### src/hdl/dtr_pkg.sv
// Shared types, constants and a helper function for the divider timer.
package dtr_pkg;

    localparam int DIV_W = 16;
    localparam int CNT_W = 8;
    localparam int TICK_W = 3;
    localparam int CFG_IDX_W = 2;
    localparam int CFG_DATA_W = 8;

    localparam logic [TICK_W-1:0] RELOAD_DELAY = 3'd4;
    localparam logic [TICK_W-1:0] TICK_MAX = 3'd7;
    localparam logic [CNT_W-1:0] CNT_MAX = 8'hFF;

    // Divider tap position for each clock_select code.
    localparam logic [3:0] TAP_POS [4] = '{4'd9, 4'd3, 4'd5, 4'd7};

    typedef enum logic [1:0] {
        CMD_TICK   = 2'd0,
        CMD_WR_DIV = 2'd1,
        CMD_WR_CNT = 2'd2
    } cmd_t;

    typedef enum logic [CFG_IDX_W-1:0] {
        REG_TIMER_ENABLE = 2'd0,
        REG_CLOCK_SELECT = 2'd1,
        REG_RELOAD_VALUE = 2'd2
    } cfg_reg_t;

    typedef struct packed {
        logic [1:0]       command;
        logic [DIV_W-1:0] divider_value;
        logic [CNT_W-1:0] counter_value;
    } req_t;

    typedef struct packed {
        logic [7:0]       divider_high;
        logic [CNT_W-1:0] counter_now;
        logic             timer_irq;
    } rsp_t;

    typedef struct packed {
        logic             timer_enable;
        logic [1:0]       clock_select;
        logic [CNT_W-1:0] reload_value;
    } cfg_t;

    function automatic logic tap_level(input logic [DIV_W-1:0] div,
                                       input logic [1:0] sel,
                                       input logic en);
        return div[TAP_POS[sel]] & en;
    endfunction

endpackage

### src/hdl/dtr_cfg_regs.sv
// Configuration register file of the divider timer.
module dtr_cfg_regs
    import dtr_pkg::*;
(
    input  logic                  aclk,
    input  logic                  aresetn,
    input  logic                  cfg_valid,
    input  logic [CFG_IDX_W-1:0]  cfg_index,
    input  logic [CFG_DATA_W-1:0] cfg_data,
    output cfg_t                  cfg
);

    cfg_t cfg_reg;
    cfg_t cfg_next;

    always_comb begin
        cfg_next = cfg_reg;
        if (cfg_valid) begin
            unique case (cfg_index)
                REG_TIMER_ENABLE: cfg_next.timer_enable = cfg_data[0];
                REG_CLOCK_SELECT: cfg_next.clock_select = cfg_data[1:0];
                REG_RELOAD_VALUE: cfg_next.reload_value = cfg_data;
                default: cfg_next = cfg_reg;
            endcase
        end
    end

    always_ff @(posedge aclk) begin
        if (!aresetn) begin
            cfg_reg <= '0;
        end else begin
            cfg_reg <= cfg_next;
        end
    end

    assign cfg = cfg_reg;

endmodule

### src/hdl/dtr_core.sv
// Divider and counter state with the single-pass update for one request.
module dtr_core
    import dtr_pkg::*;
(
    input  logic aclk,
    input  logic aresetn,
    input  logic step,
    input  req_t req,
    input  cfg_t cfg,
    output rsp_t rsp
);

    logic [DIV_W-1:0]  divider_reg, divider_next;
    logic [CNT_W-1:0]  counter_reg, counter_next;
    logic              pending_reg, pending_next;
    logic [TICK_W-1:0] ticks_reg, ticks_next;
    logic              irq;
    logic              div_load;
    logic              fall;

    always_comb begin
        divider_next = divider_reg;
        counter_next = counter_reg;
        pending_next = pending_reg;
        ticks_next   = ticks_reg;
        irq          = 1'b0;
        div_load     = 1'b0;

        unique case (req.command)
            CMD_TICK: begin
                divider_next = divider_reg + 1'b1;
                div_load     = 1'b1;
            end
            CMD_WR_DIV: begin
                divider_next = req.divider_value;
                div_load     = 1'b1;
            end
            CMD_WR_CNT: counter_next = req.counter_value;
            default: divider_next = divider_reg;
        endcase

        fall = div_load
            && tap_level(divider_reg, cfg.clock_select, cfg.timer_enable)
            && !tap_level(divider_next, cfg.clock_select, cfg.timer_enable);

        if (fall) begin
            if (counter_reg == CNT_MAX) begin
                counter_next = '0;
                pending_next = 1'b1;
                ticks_next   = '0;
            end else begin
                counter_next = counter_reg + 1'b1;
            end
        end

        if (req.command == CMD_TICK && pending_next) begin
            if (ticks_next >= RELOAD_DELAY) begin
                counter_next = cfg.reload_value;
                irq          = 1'b1;
                pending_next = 1'b0;
            end else if (ticks_next < TICK_MAX) begin
                ticks_next = ticks_next + 1'b1;
            end
        end
    end

    always_ff @(posedge aclk) begin
        if (!aresetn) begin
            divider_reg <= '0;
            counter_reg <= '0;
            pending_reg <= 1'b0;
            ticks_reg   <= '0;
        end else if (step) begin
            divider_reg <= divider_next;
            counter_reg <= counter_next;
            pending_reg <= pending_next;
            ticks_reg   <= ticks_next;
        end
    end

    assign rsp.divider_high = divider_next[DIV_W-1:DIV_W-8];
    assign rsp.counter_now  = counter_next;
    assign rsp.timer_irq    = irq;

endmodule

### src/hdl/divider_timer_with_delayed_reload.sv
// Top level of the divider timer with delayed counter reload.
// A request is held in the input register, its result then in the output register.
// Throughput: one request per cycle; the input stalls only while a result waits
// for m_ready.
// Reset: synchronous active-low aresetn clears divider, counter, pending reload,
// configuration registers and both valid flags.
module divider_timer_with_delayed_reload
    import dtr_pkg::*;
(
    input  logic                  aclk,
    input  logic                  aresetn,
    input  logic                  s_valid,
    output logic                  s_ready,
    input  req_t                  s_data,
    output logic                  m_valid,
    input  logic                  m_ready,
    output rsp_t                  m_data,
    input  logic                  cfg_valid,
    output logic                  cfg_ready,
    input  logic [CFG_IDX_W-1:0]  cfg_index,
    input  logic [CFG_DATA_W-1:0] cfg_data
);

    req_t in_reg;
    logic in_valid_reg;
    rsp_t out_reg;
    logic out_valid_reg;
    logic advance;
    cfg_t cfg;
    rsp_t rsp;

    assign advance   = in_valid_reg && (!out_valid_reg || m_ready);
    assign s_ready   = !in_valid_reg || advance;
    assign cfg_ready = 1'b1;

    dtr_cfg_regs u_cfg (
        .aclk      (aclk),
        .aresetn   (aresetn),
        .cfg_valid (cfg_valid),
        .cfg_index (cfg_index),
        .cfg_data  (cfg_data),
        .cfg       (cfg)
    );

    dtr_core u_core (
        .aclk    (aclk),
        .aresetn (aresetn),
        .step    (advance),
        .req     (in_reg),
        .cfg     (cfg),
        .rsp     (rsp)
    );

    always_ff @(posedge aclk) begin
        if (!aresetn) begin
            in_valid_reg  <= 1'b0;
            out_valid_reg <= 1'b0;
        end else begin
            if (s_ready) begin
                in_valid_reg <= s_valid;
            end
            if (advance) begin
                out_valid_reg <= 1'b1;
            end else if (m_ready) begin
                out_valid_reg <= 1'b0;
            end
        end
    end

    always_ff @(posedge aclk) begin
        if (s_ready && s_valid) begin
            in_reg <= s_data;
        end
        if (advance) begin
            out_reg <= rsp;
        end
    end

    assign m_valid = out_valid_reg;
    assign m_data  = out_reg;

endmodule
### config.mk
export PLATFORM = sky130hd
export DESIGN_NAME = divider_timer_with_delayed_reload
export DESIGN_NICKNAME = d
export VERILOG_FILES = /design/src/hdl/dtr_pkg.sv /design/src/hdl/dtr_cfg_regs.sv /design/src/hdl/dtr_core.sv /design/src/hdl/divider_timer_with_delayed_reload.sv
export SDC_FILE = /design/constraint.sdc
export NUM_CORES = 1
export LEC_CHECK = 0
export BUFFER_PORTS_ARGS = -buffer_cell sky130_fd_sc_hd__buf_2
export CORE_UTILIZATION = 50
export DETAILED_ROUTE_END_ITERATION = 10
export PLACE_DENSITY = 0.72
export SLEW_MARGIN = 20
export SYNTH_ARGS = -nofsm -noshare
export SYNTH_HDL_FRONTEND = slang
export SYNTH_SLANG_ARGS = --single-unit
### constraint.sdc
create_clock -name aclk -period 5.7 [get_ports aclk]
set_clock_uncertainty 0.2 [all_clocks]
set_input_delay 0.57 -clock aclk [delete_from_list [all_inputs] [get_ports aclk]]
set_output_delay 0.57 -clock aclk [all_outputs]
set_load 0.05 [all_outputs]
==> results by stage, run 1 <==
CTS:
- After clock tree synthesis, the clock-pin slew on the worst setup and hold paths is 80 ps.
- The number of buffers inserted by post-CTS setup repair is 0.
- Once the clock tree was built, the resizer swapped 0 gates to a different size.
- The TritonCTS buffer count is 9.
- The clock passes through at most 2 buffers.
- The number of buffers inserted by hold repair at cts is 0.
- The clock latency on the worst-skew pair is 360 ps.
- The cell sitting at the root of the clock tree is a sky130_fd_sc_hd__clkbuf_8.
- For this design, the sink count on the clock tree is 84.
- The H-tree was split into 3 levels.
- TritonCTS built the clock tree.

Global routing:
- The total track usage is 22.1%.
- The initial antenna violation count came to 0.
- In the global route stage, met2 resource usage came out at 35.5%.
- For met1 alone, demand over resource in global routing was 28.9%.
- Entering global routing, the biggest net connects 41 pins.
- The wire length of the first global-routing pass is 14200 um.
- Global routing used 3.85% of the available met3 tracks.
- The number of global-route vias before repair is 2942.
- The global routing's busiest layer is met2.
- The total overflow left after global routing is 0.

Hold path:
- Counting instances, the worst hold path has a depth of 1.
- The tightest min-delay check is of the input pin to flop type.
- The start point of the worst min-delay path is s_data[3].
- The endpoint with the worst hold slack is in_reg[3].

Power:
- IR analysis of the VDD net gives a maximum drop of 146 uV.
- In this run, the clock network consumes 40.0% of the power.
- The analysis attributes to net switching a power of 0.312 mW.
- Of the total power, the share spent switching nets is 23.0%.
- The internal power of the cells totals 1.05 mW.
- Dividing total power by cell area gives a power density of 298 nW/um2.
- Per report_power, the combinational group accounts for 9.1% of the total.
- Summed over all cells, the static leakage comes to 1.80 nW.
- The post-layout total power is 1.36 mW.
- In this run, flip-flops and latches consume 50.9% of the power.

Logic synthesis:
- The number of warnings reported in the yosys synthesis log is 0.
- Synthesis produced a netlist with a net count of 445.
- The instance count of the mapped netlist is 402.
- The post-synthesis register bit count is 84.
- The part of the Yosys area used for sequential elements is 53.0%.
- Dividing the synthesized area by the synthesized cell count gives 9.91 um2.
- The netlist uses 60 different library cells.
- The synthesized netlist occupies a cell area of 3990 um2.
- Among all flip-flop cells after synthesis, the most frequent one is sky130_fd_sc_hd__edfxtp_1.
- The count of flip-flops with a built-in enable after synthesis is 43.
- For this run, asynchronously set or reset flops after synthesis account for 0%.

Timing:
- Setup repair after global routing left no endpoint under its margin.
- The worst path uses 65.0% of the clock period.
- The hold violation count in the final report was 0.
- For this run, the top clock speed supported by timing is 0.270 GHz.
- The setup-violating endpoint count in the final report is 0.
- The minimum setup slack in the final design is 2000 ps.
- The final max-slew violation count was 0.
- The transition at the pin with the smallest max-transition slack is 1040 ps.
- Counting I/O delays and the setup requirement, the final critical path takes 3700 ps.
- Summed over all failing endpoints, the final setup total negative slack is 0 ps.
- The worst relative slew slack is 30.6%.

Setup path:
- For the worst setup path, the data arrival time is 3620 ps.
- The critical register-to-register path startpoint is in_reg[24].
- The critical path depth is 9.
- The largest single stage delay on the critical path is 1020 ps.
- The kind of cell with the highest combined delay on the critical path is flip-flops.
- The worst register-to-register path has a depth of 9.
- Across all register-to-register paths, the minimum setup slack is 2000 ps.
- The worst setup path is captured at a flop.
- The critical path is of the flop to flop type.
- The critical path goes through inv_1 -> o311ai_0 -> o2111ai_1 -> nor4_2 -> buf_4 -> a21o_2 -> inv_2 -> nor3_1 -> nor2_1.
- The capture instance of the worst register-to-register path is m_data[6].
- The number of buffers and inverters on the critical path is 3.
- The startpoint class of the critical path is a flop.
- On the critical path, the stage with the largest delay is an instance of sky130_fd_sc_hd__edfxtp_1.
- The data required time of the critical path is 5610 ps.
- Along the worst path, the maximum fanout reaches 32.

Floorplan:
- The die covers 8330 um2.
- In this run the vertical extent of the chip is 91.3 um.
- The floorplan step set the die width to 91.3 um.
- The row count is 32.
- The number of top-level design ports is 61.
- After floorplanning, the core was sized to cover 7730 um2.
- The starting density of the core is 51.6%.

Run:
- The number of max-cap violations is 0.

Drt:
- The pre-antenna-repair detailed-routing pass consisted of 5 iterations.
- The total via count after detailed routing is 3235.
- In the routed layout, each cell is associated on average with a via count of 5.81.
- The total detailed-routing wirelength is 8760 um.
- In the routed design, unresolved DRC markers number 0.
- The iteration-0 DRC count of the detailed router is 178.
- The average wire per standard cell is 15.7 um.
- The count of nets left with antenna violations once routing finished came out at 0.

Place:
- The count of buffers from port buffering is 59.
- The number of cells after detailed placement is 541.
- The post-place setup slack is 2060 ps.
- The routability congestion estimate from global placement is 0.921.
- The post-DP HPWL is 5870 um.

Final layout:
- The register with the most flip-flops in the layout has 26 of them.
- The count of antenna diodes in the layout is 0.
- The non-filler instance count after layout is 557.
- Compared with the post-synthesis result, the final layout area differs by 14.4%.
- The number of nets in the layout is 493.
- The fraction of layout instances using a drive strength above 1 is 18.9%.

Outcome:
- The flow ran to the end, and the final reports show no timing, DRC or antenna violations.
-- worst reg2reg max path, stage by stage, from the launching register on --
cell                        delay (ps)
sky130_fd_sc_hd__edfxtp_1         1020
sky130_fd_sc_hd__inv_1             440
sky130_fd_sc_hd__o311ai_0          420
sky130_fd_sc_hd__o2111ai_1         190
sky130_fd_sc_hd__nor4_2            160
sky130_fd_sc_hd__buf_4             270
sky130_fd_sc_hd__a21o_2            320
sky130_fd_sc_hd__inv_2             110
sky130_fd_sc_hd__nor3_1            260
sky130_fd_sc_hd__nor2_1             80
-- cells in the mapped netlist, drive strengths merged, types with 3 or more instances --
cell,instances,area share (%)
a22o,3,0.66
buf,11,2.0
nand3b,3,0.57
o31ai,3,0.57
a31oi,10,1.6
nor3,4,0.50
nor2,54,5.1
inv,10,0.94
clkbuf,15,1.4
and2,7,1.1
a2bb2oi,3,0.66
nand4,4,0.78
and4,6,1.3
a21oi,25,3.1
o22a,5,1.1
nand2,35,3.3
nand2b,5,0.78
edfxtp,43,32
dfxtp,41,21
a22oi,3,0.57
mux2i,19,4.8
nor2b,3,0.47
nand3,20,2.5
and3,5,0.78
nor4,4,1.2
a32oi,3,0.66
o21ai,26,3.3
-- cell type report --
type	count	area, um2
multi-input combinational	282	1700
inverter	10	37.5
clock buffer	11	131
timing repair buffer	63	325
fill	664	3170
clock inverter	5	125
sequential	84	2110
tap	102	128
-- cells by family after synthesis --
group	share of synthesized area [%]
buf+inv	4.33
fa+ha+maj	0.628
other cells	0.0941
compound gates	16.8
mux	5.71
simple gates	19.5
flops	53.0
-- cells in the final DEF, fill, tap and decap left out, types with 7 or more instances in the layout --
| cell type | count |
|---|---|
| sky130_fd_sc_hd__a21oi_1 | 25 |
| sky130_fd_sc_hd__a31oi_1 | 10 |
| sky130_fd_sc_hd__and2_1 | 7 |
| sky130_fd_sc_hd__buf_2 | 59 |
| sky130_fd_sc_hd__clkbuf_8 | 9 |
| sky130_fd_sc_hd__dfxtp_1 | 41 |
| sky130_fd_sc_hd__edfxtp_1 | 43 |
| sky130_fd_sc_hd__inv_1 | 9 |
| sky130_fd_sc_hd__mux2i_1 | 19 |
| sky130_fd_sc_hd__nand2_1 | 35 |
| sky130_fd_sc_hd__nand3_1 | 20 |
| sky130_fd_sc_hd__nor2_1 | 54 |
| sky130_fd_sc_hd__o21ai_0 | 23 |
-- metal layers --
metal / vias up / share of wire, %
li1: 1577 / -
met1: 1503 / 46
met2: 133 / 46
met3: 22 / 5.9
met4: 0 / 2.3
met5: - / 0
-- worst max path at each step --
stage / from / to / slack, ps
final: in_reg[24] / m_data[6] / 2000
after global routing: in_reg[24] / m_data[6] / 1680
after CTS: in_reg[24] / m_data[6] / 2060
after detailed placement: in_reg[24] / m_data[6] / 2060
after global placement: in_reg[24] / m_data[6] / 2160
after floorplan: in_reg[25] / u_core.counter_reg[1] / 3230
-- power by group through the flow --
| stage | Clock (mW) | Sequential (mW) | Combinational [mW] |
|---|---|---|---|
| floorplan | 0 | 0.714 | 0.0720 |
| global placement | 0 | 0.703 | 0.119 |
| detailed placement | 0 | 0.704 | 0.123 |
| CTS | 0.548 | 0.690 | 0.124 |
| global route | 0.572 | 0.695 | 0.135 |
| finish | 0.543 | 0.691 | 0.124 |
-- per-stage QoR --
stage	hold WS [ps]	utilization (%)	area (um2)
after detailed placement	278	55.7	4300
after CTS	174	59.0	4560
final	181	59.0	4560
after global placement	267	55.7	4300
after floorplan	254	-	3990
after global routing	162	59.0	4560
No activity file was read; power rests on OpenSTA's default activity.
==> run 2, diff against run 1 <==
--- a/config.mk
+++ b/config.mk
@@ -8,7 +8,7 @@
 export BUFFER_PORTS_ARGS = -buffer_cell sky130_fd_sc_hd__buf_2
 export CORE_UTILIZATION = 50
 export DETAILED_ROUTE_END_ITERATION = 10
-export PLACE_DENSITY = 0.72
+export PLACE_DENSITY = 0.74
 export SLEW_MARGIN = 20
 export SYNTH_ARGS = -nofsm -noshare
 export SYNTH_HDL_FRONTEND = slang
==> constraint.sdc (replaced) <==
create_clock -name aclk -period 3.2 [get_ports aclk]
set_clock_uncertainty 0.2 [all_clocks]
set_input_delay 0.32 -clock aclk [delete_from_list [all_inputs] [get_ports aclk]]
set_output_delay 0.32 -clock aclk [all_outputs]
set_load 0.05 [all_outputs]
==> results by stage, run 2 (synthesized netlist as in run 1, its figures left out) <==
Power:
- The combinational power share is 11.3% (was 9.1%).
- The clock network fraction of design power is 35.2% (was 40.0%).
- The worst voltage drop across the vdd grid is 222 uV (was 146 uV).
- The reported net switching power was 0.555 mW (was 0.312 mW).
- The switching fraction of total power is 24.3% (was 23.0%).
- The internal power is 1.73 mW (was 1.05 mW).
- The static leakage was 1.90 nW (was 1.80 nW).
- The total power divided by cell area is 474 nW/um2 (was 298 nW/um2).
- The sequential share of power is 53.5% (was 50.9%).

Setup path:
- The maximum fanout along the worst path is 13 (was 32).
- The cell type of the slowest stage on the worst timing path is sky130_fd_sc_hd__edfxtp_1 (unchanged).
- The data arrival time at the worst-slack endpoint is 2740 ps (was 3620 ps).
- The biggest cell delay along the critical path is 500 ps (was 1020 ps).
- The startpoint class of the critical path is a flop (unchanged).
- The category of the worst setup path capture point is a flop (unchanged).
- The data required time of the critical path is 3110 ps (was 5610 ps).
- The depth of the worst register-to-register path is 8 (was 9).
- The total buffers and inverters traversed by the critical path came to 1 (was 3).
- The critical setup path kind is flop to flop (unchanged).
- The kind of cell with the highest combined delay on the critical path is simple AND/OR/NAND/NOR gates (was flip-flops).
- The critical path depth is 8 (was 9).
- Crit-path cells: or2_1 -> nor4_4 -> a2111oi_2 -> nor4_2 -> a21o_2 -> inv_2 -> nor3_1 -> nor2_1 (was inv_1 -> o311ai_0 -> o2111ai_1 -> nor4_2 -> buf_4 -> a21o_2 -> inv_2 -> nor3_1 -> nor2_1).

Global routing:
- The global route total overflow came to 0 (unchanged).
- The number of global-route vias before repair is 3132 (was 2942).
- The initial antenna violation count was 0 (unchanged).
- The pin count of the biggest net entering global routing was 41 (unchanged).
- The wire length of the first global-routing pass was 14800 um (was 14200 um).
- The total track usage is 22.6% (was 22.1%).

Drt:
- The number of nets with antenna violations after routing is 0 (unchanged).
- The total detailed-routing wirelength is 8830 um (was 8760 um).
- The average wire per standard cell is 15.0 um (was 15.7 um).
- The total via count after detailed routing came to 3312 (was 3235).
- The iteration-0 DRC count of the detailed router is 198 (was 178).
- The mean number of vias per cell is 5.63 (was 5.81).
- The DRC violation count after routing is 0 (unchanged).
- The length of the first detailed-routing pass in iterations is 7 (was 5).

CTS:
- The number of buffers on the longest clock path is 2 (unchanged).
- The root buffer cell is sky130_fd_sc_hd__clkbuf_8 (unchanged).
- The number of buffers inserted by hold repair at cts is 27 (was 0).
- The post-CTS resize count is 0 (unchanged).
- The clock latency on the worst-skew pair is 360 ps (about the same).
- The CTS H-tree depth is 3 (unchanged).
- The TritonCTS buffer count came to 9 (unchanged).
- The number of buffers inserted by post-CTS setup repair was 0 (unchanged).
- The clock tree from TritonCTS is done (unchanged).
- The register clock-pin slew on the reported worst setup and hold paths is 80 ps (about the same).
- The clock sink count is 84 (unchanged).

Floorplan:
- The full die area is 8330 um2 (unchanged).
- The width of the die is 91.3 um (unchanged).
- The core region area came to 7730 um2 (unchanged).
- The row count is 32 (unchanged).
- The starting density of the core came to 51.6% (unchanged).
- The number of top-level design ports was 61 (unchanged).
- The die height is 91.3 um (unchanged).

Timing:
- The final max-slew violation count is 0 (unchanged).
- The setup-violating endpoint count in the final report is 0 (unchanged).
- The total negative slack is 0 ps (unchanged).
- The minimum clock period after layout was 2830 ps (was 3700 ps).
- The timing-limited maximum frequency is 0.353 GHz (was 0.270 GHz).
- The share of the cycle needed by the critical path after routing is 88.4% (was 65.0%).
- The worst relative slew slack came to 28.9% (was 30.6%).
- RSZ-0062 raised after global routing: no (unchanged).
- The worst hold slack across all endpoints was 6.36 ps (was 181 ps).
- The hold violation count in the final report is 0 (unchanged).
- The transition at the pin with the smallest max-transition slack came to 1070 ps (was 1040 ps).

Place:
- The routability congestion estimate from global placement came to 0.880 (was 0.921).
- The post-DP HPWL is 5930 um (was 5870 um).
- The number of cells after detailed placement is 545 (was 541).
- The count of buffers from port buffering is 59 (unchanged).

Hold path:
- The worst hold path depth is 3 (was 1).
- The worst min-delay path class is input pin to flop (unchanged).

Final layout:
- The fraction of layout instances using a drive strength above 1 is 18.3% (was 18.9%).
- The flip-flop count of the largest register, all copies and words added is 26 (unchanged).
- The area added between synthesis and finish is 20.7% (was 14.4%).
- The number of nets in the layout is 524 (was 493).
- The leading cell type in the layout, fill and taps excluded was sky130_fd_sc_hd__buf_2 (unchanged).
- The count of antenna diodes in the layout is 0 (unchanged).
- Top library cells by usage in the layout, fill and taps aside: 59 x sky130_fd_sc_hd__buf_2, 54 x sky130_fd_sc_hd__nor2_1, 43 x sky130_fd_sc_hd__edfxtp_1 (unchanged).
- The non-filler instance count after layout was 588 (was 557).

Outcome:
- Outcome: completed (unchanged).

Run:
- The number of max-cap violations is 0 (unchanged).
## run 2: changes by cell type in the layout (fill, tap and decap cells not counted)
cell                            previous run  this run
sky130_fd_sc_hd__dlygate4sd3_1             0        27
sky130_fd_sc_hd__buf_4                     4         8
sky130_fd_sc_hd__bufinv_16                 4         2
sky130_fd_sc_hd__clkinv_1                  0         1
sky130_fd_sc_hd__clkinvlp_4                0         1
## run 2: path summary, 6_finish.rpt
check / slack, ps / startpoint / endpoint
worst max-delay path: 370 / in_reg[25] / m_data[6]
worst min-delay path: 6 / cfg_data[5] / u_cfg.cfg[5]
worst max register to register: 370 / in_reg[25] / m_data[6]
worst min register to register: 300 / u_core.ticks_reg[1] / u_core.ticks_reg[1]
## run 2: cell type report
cell class,instances,area (um2)
clock buffers,11,131
clock inverters,5,76.3
fillers,652,2920
inverters,10,37.5
multi-input cells,282,1700
flip-flops and latches,84,2110
well taps,102,128
repair buffers,94,626
## run 2: per-stage QoR
stage | setup slack [ps] | area (um2) | power (mW) | utilization (%)
after floorplan | 726 | 3990 | 1.40 | -
after detailed placement | 384 | 4330 | 1.48 | 56.1
after global placement | 441 | 4330 | 1.47 | 56.1
after CTS | 373 | 4810 | 2.29 | 62.3
after global routing | 163 | 4810 | 2.37 | 62.3
final | 370 | 4810 | 2.28 | 62.3
## run 2: tightest hold or removal path, cell delays in order
cell,delay [ps]
sky130_fd_sc_hd__buf_2,80
sky130_fd_sc_hd__mux2i_1,50
sky130_fd_sc_hd__nor2_1,80
## run 2: power groups by stage
stage	sequential, mW	clock (mW)	combinational, mW
global route	1.23	0.863	0.280
finish	1.22	0.802	0.258
detailed placement	1.25	0	0.231
CTS	1.22	0.815	0.257
global placement	1.24	0	0.225
floorplan	1.27	0	0.128
## run 2: per-layer routing
layer / routed length [um] / GRT usage [%] / part of all wire (%) / vias to the layer above
met5: 0 / 0 / 0 / -
met4: 130 / 8.73 / 1.5 / 0
met3: 445 / 4.86 / 5.0 / 12
met2: 4290 / 37.4 / 49 / 104
met1: 3970 / 29.0 / 45 / 1562
li1: - / - / - / 1634
==> run 3, diff against run 2 <==
--- a/config.mk
+++ b/config.mk
@@ -5,10 +5,13 @@
 export SDC_FILE = /design/constraint.sdc
 export NUM_CORES = 1
 export LEC_CHECK = 0
+export ABC_AREA = 1
 export BUFFER_PORTS_ARGS = -buffer_cell sky130_fd_sc_hd__buf_2
-export CORE_UTILIZATION = 50
+export CELL_PAD_IN_SITES_DETAIL_PLACEMENT = 1
+export CELL_PAD_IN_SITES_GLOBAL_PLACEMENT = 2
+export CORE_UTILIZATION = 31
 export DETAILED_ROUTE_END_ITERATION = 10
-export PLACE_DENSITY = 0.74
+export PLACE_DENSITY_LB_ADDON = 0.1
 export SLEW_MARGIN = 20
 export SYNTH_ARGS = -nofsm -noshare
 export SYNTH_HDL_FRONTEND = slang
==> results by stage, run 3 <==
Drt:
- The mean number of vias per cell was 4.76 (was 5.63).
- The total via count after detailed routing is 3384 (was 3312).
- The number of nets with antenna violations after routing was 0 (unchanged).
- The total detailed-routing wirelength is 11300 um (was 8830 um).
- The length of the first detailed-routing pass in iterations is 4 (was 7).
- The DRC violation count after routing is 0 (unchanged).
- The average wire per standard cell is 15.9 um (was 15.0 um).
- The iteration-0 DRC count of the detailed router is 140 (was 198).

Logic synthesis:
- The area of the mapped netlist was 3960 um2 (was 3990 um2).
- The instance count of the mapped netlist is 444 (was 402).
- The primary flip-flop cell chosen by synthesis mapping is sky130_fd_sc_hd__edfxtp_1 (unchanged).
- The post-synthesis register bit count is 84 (unchanged).
- Synth area leaders: sky130_fd_sc_hd__edfxtp_1 33%, sky130_fd_sc_hd__dfxtp_1 21%, sky130_fd_sc_hd__nand2_1 6.1% (was sky130_fd_sc_hd__edfxtp_1 32%, sky130_fd_sc_hd__dfxtp_1 21%, sky130_fd_sc_hd__nor2_1 5.1%).
- The number of distinct standard cells referenced by the synthesized netlist is 42 (was 60).
- The number of warnings reported in the yosys synthesis log came to 0 (unchanged).
- The most used standard cell by instance count after synthesis is sky130_fd_sc_hd__nand2_1 (was sky130_fd_sc_hd__nor2_1).
- The share of flip-flops with an asynchronous set or reset is 0% (unchanged).
- The synthesized area per cell came to 8.92 um2 (was 9.91 um2).
- The synthesized net count is 487 (was 445).
- Cell types with the highest counts after synthesis: 64 x sky130_fd_sc_hd__nand2_1, 61 x sky130_fd_sc_hd__inv_1, 45 x sky130_fd_sc_hd__o21ai_0, 43 x sky130_fd_sc_hd__edfxtp_1, 41 x sky130_fd_sc_hd__dfxtp_1 (was 54 x sky130_fd_sc_hd__nor2_1, 43 x sky130_fd_sc_hd__edfxtp_1, 41 x sky130_fd_sc_hd__dfxtp_1, 35 x sky130_fd_sc_hd__nand2_1, 25 x sky130_fd_sc_hd__a21oi_1).
- The area share of the largest cell type after synthesis is 32.6% (was 32.4%).
- The part of the Yosys area used for sequential elements came to 53.3% (was 53.0%).
- The count of flip-flops with a built-in enable after synthesis was 43 (unchanged).
- The most area-hungry cell type in the Yosys netlist is sky130_fd_sc_hd__edfxtp_1 (unchanged).

Timing:
- The transition at the pin with the smallest max-transition slack is 981 ps (was 1070 ps).
- The minimum clock period after layout is 2700 ps (was 2830 ps).
- The worst hold slack across all endpoints is 20.3 ps (was 6.36 ps).
- The worst relative slew slack is 34.5% (was 28.9%).
- The setup-violating endpoint count in the final report is 0 (unchanged).
- RSZ-0062 raised after global routing: no (unchanged).
- The share of the cycle needed by the critical path after routing was 84.3% (was 88.4%).
- The final max-slew violation count is 0 (unchanged).
- The hold violation count in the final report is 0 (unchanged).
- The total negative slack is 0 ps (unchanged).
- The timing-limited maximum frequency is 0.371 GHz (was 0.353 GHz).

Final layout:
- The fraction of layout instances using a drive strength above 1 was 20.4% (was 18.3%).
- The number of nets in the layout came to 581 (was 524).
- The count of antenna diodes in the layout is 0 (unchanged).
- The flip-flop count of the largest register, all copies and words added is 26 (unchanged).
- The leading cell type in the layout, fill and taps excluded is sky130_fd_sc_hd__nand2_1 (was sky130_fd_sc_hd__buf_2).
- Top library cells by usage in the layout, fill and taps aside: 64 x sky130_fd_sc_hd__nand2_1, 61 x sky130_fd_sc_hd__inv_1, 59 x sky130_fd_sc_hd__buf_2 (was 59 x sky130_fd_sc_hd__buf_2, 54 x sky130_fd_sc_hd__nor2_1, 43 x sky130_fd_sc_hd__edfxtp_1).
- The area added between synthesis and finish is 27.8% (was 20.7%).

Setup path:
- The category of the worst setup path capture point is a flop (unchanged).
- The maximum fanout along the worst path is 11 (was 13).
- The flop-to-flop setup slack is 500 ps (was 370 ps).
- The data arrival time at the worst-slack endpoint was 2740 ps (about the same).
- The data required time of the critical path came to 3240 ps (was 3110 ps).
- The startpoint class of the critical path is a flop (unchanged).
- The critical setup path kind was flop to flop (unchanged).

Floorplan:
- The core region area is 12200 um2 (was 7730 um2).
- The full die area was 13200 um2 (was 8330 um2).
- The number of top-level design ports is 61 (unchanged).
- The width of the die is 115 um (was 91.3 um).
- The die height came to 115 um (was 91.3 um).
- The starting density of the core is 32.4% (was 51.6%).
- The row count was 40 (was 32).

CTS:
- The CTS H-tree depth is 3 (unchanged).
- The number of buffers on the longest clock path is 2 (unchanged).
- The clock tree from TritonCTS was done (unchanged).
- The post-CTS resize count is 0 (unchanged).
- The clock sink count is 84 (unchanged).
- The number of buffers inserted by post-CTS setup repair came to 0 (unchanged).
- The TritonCTS buffer count came to 9 (unchanged).
- The number of buffers inserted by hold repair at cts is 31 (was 27).
- The root buffer cell is sky130_fd_sc_hd__clkbuf_16 (was sky130_fd_sc_hd__clkbuf_8).
- The clock latency on the worst-skew pair is 340 ps (was 360 ps).
- The register clock-pin slew on the reported worst setup and hold paths is 60 ps (was 80 ps).

Global routing:
- The number of global-route vias before repair is 3374 (was 3132).
- The global route total overflow is 0 (unchanged).
- The total track usage was 18.4% (was 22.6%).
- The initial antenna violation count is 0 (unchanged).
- The wire length of the first global-routing pass is 17900 um (was 14800 um).
- The pin count of the biggest net entering global routing is 34 (was 41).

Place:
- The count of buffers from port buffering is 59 (unchanged).
- The routability congestion estimate from global placement is 0.765 (was 0.880).
- The post-DP HPWL came to 7720 um (was 5930 um).

Hold path:
- The worst min-delay path class is input pin to flop (unchanged).

Power:
- The worst voltage drop across the vdd grid was 249 uV (was 222 uV).
- The total power divided by cell area was 528 nW/um2 (was 474 nW/um2).
- The static leakage is 2.15 nW (was 1.90 nW).

Outcome:
- Outcome: completed (unchanged).

Run:
- The number of max-cap violations is 0 (unchanged).
## run 3: changes by cell type after synthesis, moves of 6 or more
| cell | previous run | this run |
|---|---|---|
| sky130_fd_sc_hd__xor2_1 | 0 | 6 |
| sky130_fd_sc_hd__nor2_1 | 54 | 38 |
| sky130_fd_sc_hd__and4_1 | 6 | 0 |
| sky130_fd_sc_hd__and2_1 | 7 | 0 |
| sky130_fd_sc_hd__nand2_1 | 35 | 64 |
| sky130_fd_sc_hd__a31oi_1 | 10 | 4 |
| sky130_fd_sc_hd__o21ai_0 | 23 | 45 |
| sky130_fd_sc_hd__inv_1 | 9 | 61 |
| sky130_fd_sc_hd__o211ai_1 | 2 | 9 |
| sky130_fd_sc_hd__mux2i_1 | 19 | 0 |
| sky130_fd_sc_hd__clkbuf_1 | 15 | 5 |
| sky130_fd_sc_hd__nand2_2 | 0 | 12 |
## run 3: final timing paths
| check | cells after the start | startpoint | endpoint |
|---|---|---|---|
| max | 14 | in_reg[25] | u_core.counter_reg[1] |
| min | 3 | cfg_data[4] | u_cfg.cfg[4] |
| max reg2reg | 14 | in_reg[25] | u_core.counter_reg[1] |
| min reg2reg | 2 | u_core.ticks_reg[1] | u_core.ticks_reg[1] |
## run 3: cell families after synthesis
group	share of synthesized area (%)
flip-flops	53.3
adder cells (fa/ha/maj)	0.632
AND/OR/NAND/NOR	19.6
other	0.0947
XOR/XNOR	1.77
buffers and inverters	7.77
AO/OA/AOI/OAI	16.9
## run 3: where the power goes
part | leakage, nW | internal (mW) | switching [mW] | total [mW]
Sequential | 0.753 | 1.20 | 0.0416 | 1.24
Combinational | 1.25 | 0.118 | 0.215 | 0.333
Clock | 0.152 | 0.673 | 0.425 | 1.10
## run 3: worst max-delay path, stage by stage (launching register included)
cell,delay [ps]
sky130_fd_sc_hd__edfxtp_1,540
sky130_fd_sc_hd__inv_2,300
sky130_fd_sc_hd__nand2_4,190
sky130_fd_sc_hd__o22ai_1,150
sky130_fd_sc_hd__inv_1,90
sky130_fd_sc_hd__nand3_2,100
sky130_fd_sc_hd__nand3_4,80
sky130_fd_sc_hd__nand2_4,90
sky130_fd_sc_hd__nand3_4,130
sky130_fd_sc_hd__a21oi_4,230
sky130_fd_sc_hd__nand2_4,130
sky130_fd_sc_hd__nand2_1,100
sky130_fd_sc_hd__nand2_1,70
sky130_fd_sc_hd__o21ai_1,140
sky130_fd_sc_hd__inv_1,60
## run 3: metrics by stage
step | utilization [%] | instance area [um2] | setup slack (ps) | power [mW] | cells
after global routing | 41.4 | 5060 | 287 | 2.80 | 711
after floorplan | - | 3960 | 891 | 1.46 | 444
final | 41.4 | 5060 | 503 | 2.67 | 711
after global placement | 36.4 | 4440 | 547 | 1.57 | 664
after CTS | 41.4 | 5060 | 472 | 2.71 | 711
after detailed placement | 36.4 | 4440 | 510 | 1.57 | 664
## run 3: per-layer routing
layer | track usage (%) | part of all wire (%)
met1 | 24.8 | 48
met2 | 28.8 | 46
met3 | 4.32 | 4.1
met4 | 6.75 | 1.7
met5 | 0 | 0
## run 3: final cells by class
type / instances / area [um2]
Timing Repair Buffer: 96 / 651
Fill cell: 1471 / 7150
Multi-Input combinational cell: 283 / 1540
Clock buffer: 9 / 225
Clock inverter: 7 / 81.3
Inverter: 64 / 240
Sequential cell: 84 / 2110
Tap cell: 168 / 210
